### src/sv/otwd_div.sv
// Pipelined restoring divider for the omni drive core: one quotient bit per
// stage, a new division may enter every cycle. Depends on nothing.
`timescale 1ns / 1ps

module otwd_div #(
	parameter int NUM_W = 42,
	parameter int DEN_W = 32,
	parameter int QUO_W = 10
) (
	input  logic             clk,
	input  logic [NUM_W-1:0] num,
	input  logic [DEN_W-1:0] den,
	output logic [QUO_W-1:0] quo
);

	// Working width: wide enough for the remainder and the shifted divisor,
	// plus a borrow bit.
	localparam int SPAN  = (NUM_W > DEN_W + QUO_W) ? NUM_W : DEN_W + QUO_W;
	localparam int EXT_W = SPAN + 1;

	logic [NUM_W-1:0] rem_s [1:QUO_W];
	logic [DEN_W-1:0] den_s [1:QUO_W];
	logic [QUO_W-1:0] quo_s [1:QUO_W];

	logic [NUM_W-1:0] rem_in  [0:QUO_W-1];
	logic [DEN_W-1:0] den_in  [0:QUO_W-1];
	logic [QUO_W-1:0] quo_in  [0:QUO_W-1];
	logic [NUM_W-1:0] rem_nxt [0:QUO_W-1];
	logic [QUO_W-1:0] quo_nxt [0:QUO_W-1];
	logic [EXT_W-1:0] shifted [0:QUO_W-1];
	logic [EXT_W-1:0] diff    [0:QUO_W-1];

	// Each stage tries to take the divisor, shifted to its quotient bit, out of
	// the remainder; the quotient is known to fit in QUO_W bits.
	always_comb begin
		for (int i = 0; i < QUO_W; i++) begin
			if (i == 0) begin
				rem_in[i] = num;
				den_in[i] = den;
				quo_in[i] = '0;
			end else begin
				rem_in[i] = rem_s[i];
				den_in[i] = den_s[i];
				quo_in[i] = quo_s[i];
			end
			shifted[i] = EXT_W'(den_in[i]) << (QUO_W - 1 - i);
			diff[i] = EXT_W'(rem_in[i]) - shifted[i];
			rem_nxt[i] = rem_in[i];
			quo_nxt[i] = quo_in[i];
			if (!diff[i][EXT_W-1]) begin
				rem_nxt[i] = diff[i][NUM_W-1:0];
				quo_nxt[i][QUO_W-1-i] = 1'b1;
			end
		end
	end

	// Stage registers carry remainder, divisor and partial quotient.
	always_ff @(posedge clk) begin
		for (int i = 0; i < QUO_W; i++) begin
			rem_s[i+1] <= rem_nxt[i];
			den_s[i+1] <= den_in[i];
			quo_s[i+1] <= quo_nxt[i];
		end
	end

	assign quo = quo_s[QUO_W];

endmodule

### config.mk
export PLATFORM = sky130hd
export DESIGN_NAME = otwd_div
export DESIGN_NICKNAME = d
export VERILOG_FILES = /design/src/sv/otwd_div.sv
export SDC_FILE = /design/constraint.sdc
export NUM_CORES = 1
export LEC_CHECK = 0
export BUFFER_PORTS_ARGS = -buffer_cell sky130_fd_sc_hd__buf_2
export CORE_MARGIN = 4
export CORE_UTILIZATION = 40
export CTS_CLUSTER_SIZE = 14
export DETAILED_ROUTE_END_ITERATION = 8
export GPL_TIMING_DRIVEN = 0
export PLACE_DENSITY = 0.68
export SYNTH_ARGS = -nofsm -noshare
export SYNTH_HDL_FRONTEND = slang
export SYNTH_SLANG_ARGS = --single-unit
### constraint.sdc
create_clock -name clk -period 3.17 [get_ports clk]
set_input_delay 0.634 -clock clk [delete_from_list [all_inputs] [get_ports clk]]
set_output_delay 0.634 -clock clk [all_outputs]
set_load 0.1 [all_outputs]
After elaboration in Yosys (flattened, before gate mapping) --
Memories as Yosys holds them, arrays and structs flattened. Index checks and enable logic that the tools add are counted.
Word-level totals: word-level logic and storage cells 33, register bits after elaboration 0, memory bits (writable) 840, memories kept 3
Cells by class: add/sub/neg operators 10, muxes and demuxes 20
Memories:
- rem_s | words 10, bits a word 42, rd ports 9, clocked after memory_dff 0, write ports 10, line 21 | logic [NUM_W-1:0] rem_s [1:QUO_W];
- den_s | words 10, bits a word 32, rd ports 9, clocked after memory_dff 0, write ports 10, line 22 | logic [DEN_W-1:0] den_s [1:QUO_W];
- quo_s | words 10, bits a word 10, rd ports 10, clocked after memory_dff 0, write ports 10, line 23 | logic [QUO_W-1:0] quo_s [1:QUO_W];
Operators by type and width (number):
- 2-to-1 mux 42 bit | 10
- subtractor 42 x 32 -> 43 bit | 1
- subtractor 42 x 33 -> 43 bit | 1
- subtractor 42 x 34 -> 43 bit | 1
- subtractor 42 x 35 -> 43 bit | 1
- subtractor 42 x 36 -> 43 bit | 1
- subtractor 42 x 37 -> 43 bit | 1
- subtractor 42 x 38 -> 43 bit | 1
- subtractor 42 x 39 -> 43 bit | 1
- subtractor 42 x 40 -> 43 bit | 1
- subtractor 42 x 41 -> 43 bit | 1
- 2-to-1 mux 1 bit | 10

Longest topological paths before layout --
An unclocked memory read counts as a cell.
word-level depth 3, mapped depth 16, mapped depth without buffers 14

Worst setup path after synthesis --
OpenSTA, ideal clock, no wires.
path type reg-to-reg, start reg rem_s[0][214] (netlist name), end reg rem_s[0][257] (netlist name), path slack -0.151 ns, library setup time 0.121 ns, data required time 3.049 ns, data arrival time 3.200 ns, cell stages (with the launch flop) 14, cells stage by stage dfxtp_1 -> inv_1 -> ha_1 -> inv_1 -> fa_1 -> a21o_1 -> a21oi_2 -> o211ai_2 -> a2111oi_2 -> o41ai_4 -> a211o_2 -> a31oi_4 -> buf_2 -> mux2_2

==> metrics.txt <==
status=finished with violations; failing checks=negative setup slack; Post-synth EDFFs=0; H-tree depth=3; Final min period=3.25 ns; cell accounting for the most synthesized area=dfxtp_1; endpoint class of the critical path=register; commonest cells after routing, fill and taps aside=dfxtp_1, inv_1, a21oi_1; GRT Residual Overflow=0; clock insertion delay at the later pin of the skew report=0.62 ns; post-synthesis cell count=3999; endpoint required time on the critical path=3.68 ns; max-capacitance violation count=0; sink count of the clock tree=721; count of endpoints failing setup in the final report=26; routed vias=27300; final hold violation count=0; filler-free cell count of the finished design=5433; combinational fraction of design power=0.482; leading register cell type out of synthesis=dfxtp_1; arrival time at the worst endpoint=3.76 ns; vertical die dimension=304 um; Worst Clk Skew=0.0212 ns; # hold bufs at CTS=0; power spent charging and discharging nets=16.6 mW; vias per inst=5.03; Seq/Total Area, Yosys=0.411; switch share=0.386; residual antenna-violating net count after detailed routing=0; share of flip-flops with an asynchronous set or reset after synthesis=0; worst-path cell with the longest stage delay=a2111oi_4; Final Hold Slack=0.110 ns; Flop pwr share=0.310; Int Power=26.5 mW; number of instances in the placed design=5238; clock tree from TritonCTS=done; Cell variety after synth=89; Final HPWL DP=61600 um; final slew viol count=0; post-synth design cell area=35100 sq um; placer congestion estimate=0.932; flop and latch count out of synthesis=721; Max VDD drop=0.467 mV; Area Overhead vs Synth=18.0%; path type of the worst setup path=reg2reg; Crit path largest cell delay=0.49 ns; input/output buffers=84; critical-path cell list=inv_2, ha_4, inv_2, fa_2, a21o_1, a21oi_2, o211ai_2, a2111oi_4, o41ai_4, a211o_4, a31oi_4, buf_12, buf_8, mux2_4; Slew headroom=0.550; largest buffer count on any clock path=3; largest cells by area after synthesis=dfxtp_1, ha_1, a21oi_1; most common cell type on the critical path=inv_2; core area=86900 sq um; cts bufs inserted=79; crit start category=register; I/O pin total=85; antenna violations before repair=0; via count of the first global-routing pass=27400; GRT Total Usage=0.168; proportion of layout cells with a drive suffix above 1=0.137; cell at the root of the clock tree=clkbuf_16; RSZ-0062 raised after global routing=true; final critical-path share of the clock period=1.03; commonest non-fill, non-tap cell in the layout=dfxtp_1; maximum number of pins on one net before global-route repair=15; horizontal die dimension=304 um; Post-Syn Area per Cell=8.78 sq um; global-route wire length before repair=131000 um; Leak=19.0 nW; WL per Instance=14.9 um; total number of placement rows=108; slew at the pin with the worst max-slew slack=0.668 ns; highest net fanout along the worst path=4; floorplan die area=92600 sq um; final critical-path setup slack=-0.0808 ns; Initial DRC Count=1366; number of diodes=0; class of the worst hold path=in2reg; count of yosys warnings during synthesis=0; nets@finish=4620; area share of the largest cell type after synthesis=0.411; detailed-route DRC error count=0; syn_nets=4402; overall routed net length=80900 um; Reg clk slew, reported paths=0.06 ns; P per Cell Area=1040 nW/um^2; f_max=308 MHz; relative contribution of the clock network to total power=0.208; initial core utilization=0.404; number of optimization iterations in the first detailed-route pass=7
## metal layers
layer,up-vias,wire (um),track usage
met4,0,3920,0.0821
li1,14200,-,-
met2,656,38100,0.289
met5,-,0,0
met3,221,3160,0.0250
met1,12200,35700,0.205
## critical path, delay by kind of cell (launching register included)
family	cells	cell delay, ns
AO/OA/AOI/OAI	7	1.69
adder cells (fa/ha/maj)	2	0.47
buffers and inverters	4	0.35
flip-flops	1	0.32
multiplexers	1	0.29
## synth_stat cells, types with 66 or more instances
cell type	number
a21o_1	170
ha_1	319
xor2_1	115
nor2_1	267
clkbuf_1	91
nand2_1	331
xnor2_1	167
inv_1	402
dfxtp_1	721
nand3_1	66
o21ai_0	263
a21oi_1	396
## repair_timing
action                                 in CTS  in global routing
endpoints found under the hold margin       0                  0
gates cloned                                4                  5
setup endpoints to repair                 329                312
setup buffers                              30                 21
pin swaps                                  47                 84
gates resized for setup                   199                210
## per-stage QoR
stage,util,TNS (ns),cell area [sq um],power [mW],setup slack [ns]
3_3_place_gp,0.426,-187.12,37000,31.9,-1.18
4_1_cts,0.468,-6.66,40600,42.2,-0.240
2_1_floorplan,-,0,35100,28.0,0.0141
6_report,0.477,-0.935,41500,43.2,-0.0808
5_1_grt,0.477,-5.83,41500,46.4,-0.211
3_5_place_dp,0.426,-195.10,37000,32.1,-1.15
## kinds of logic (layout without fill, tap and decap cells)
| kind of cell | after synthesis | in the layout | synth area share |
|---|---|---|---|
| compound gates | 1135 | 1135 | 0.201 |
| buf+inv | 524 | 803 | 0.0570 |
| simple gates | 963 | 963 | 0.127 |
| flops | 721 | 721 | 0.411 |
| fa+ha+maj | 328 | 328 | 0.119 |
| mux | 46 | 46 | 0.0147 |
| xor+xnor | 282 | 282 | 0.0703 |
## area by class of cell
class / count / area, sq um
Multi-Input combinational cell: 2754 / 19700
Sequential cell: 721 / 14400
Inverter: 405 / 1540
Clock inverter: 31 / 305
Buffer: 114 / 744
Fill cell: 8223 / 45400
Tap cell: 1155 / 1450
Timing Repair Buffer: 142 / 992
Clock buffer: 111 / 2280
## power by group through the flow
stage / registers, mW / clock network [mW] / logic, mW
5_1_grt: 13.7 / 9.61 / 23.1
4_1_cts: 13.3 / 9.25 / 19.7
2_1_floorplan: 13.0 / 0 / 15.0
3_3_place_gp: 13.5 / 0 / 18.4
6_report: 13.4 / 8.98 / 20.8
3_5_place_dp: 13.5 / 0 / 18.6
## state kept, by name, summed over array words and instances, names as in the netlist
signal	flops
rem_s	378
den_s	288
quo_s	55
## path summary, 6_finish.rpt
path         depth (start not counted)                    start  slack [ns]               endpoint
min reg2reg                          0  quo_s[0][55]$_SDFF_PN1_        0.31   quo_s[0][65]$_DFF_P_
max reg2reg                         14    rem_s[0][214]$_DFF_P_       -0.08  rem_s[0][266]$_DFF_P_
min                                  1                   num[1]        0.11   rem_s[0][43]$_DFF_P_
max                                 14    rem_s[0][214]$_DFF_P_       -0.08  rem_s[0][266]$_DFF_P_
No activity file was read; power rests on OpenSTA's default activity.
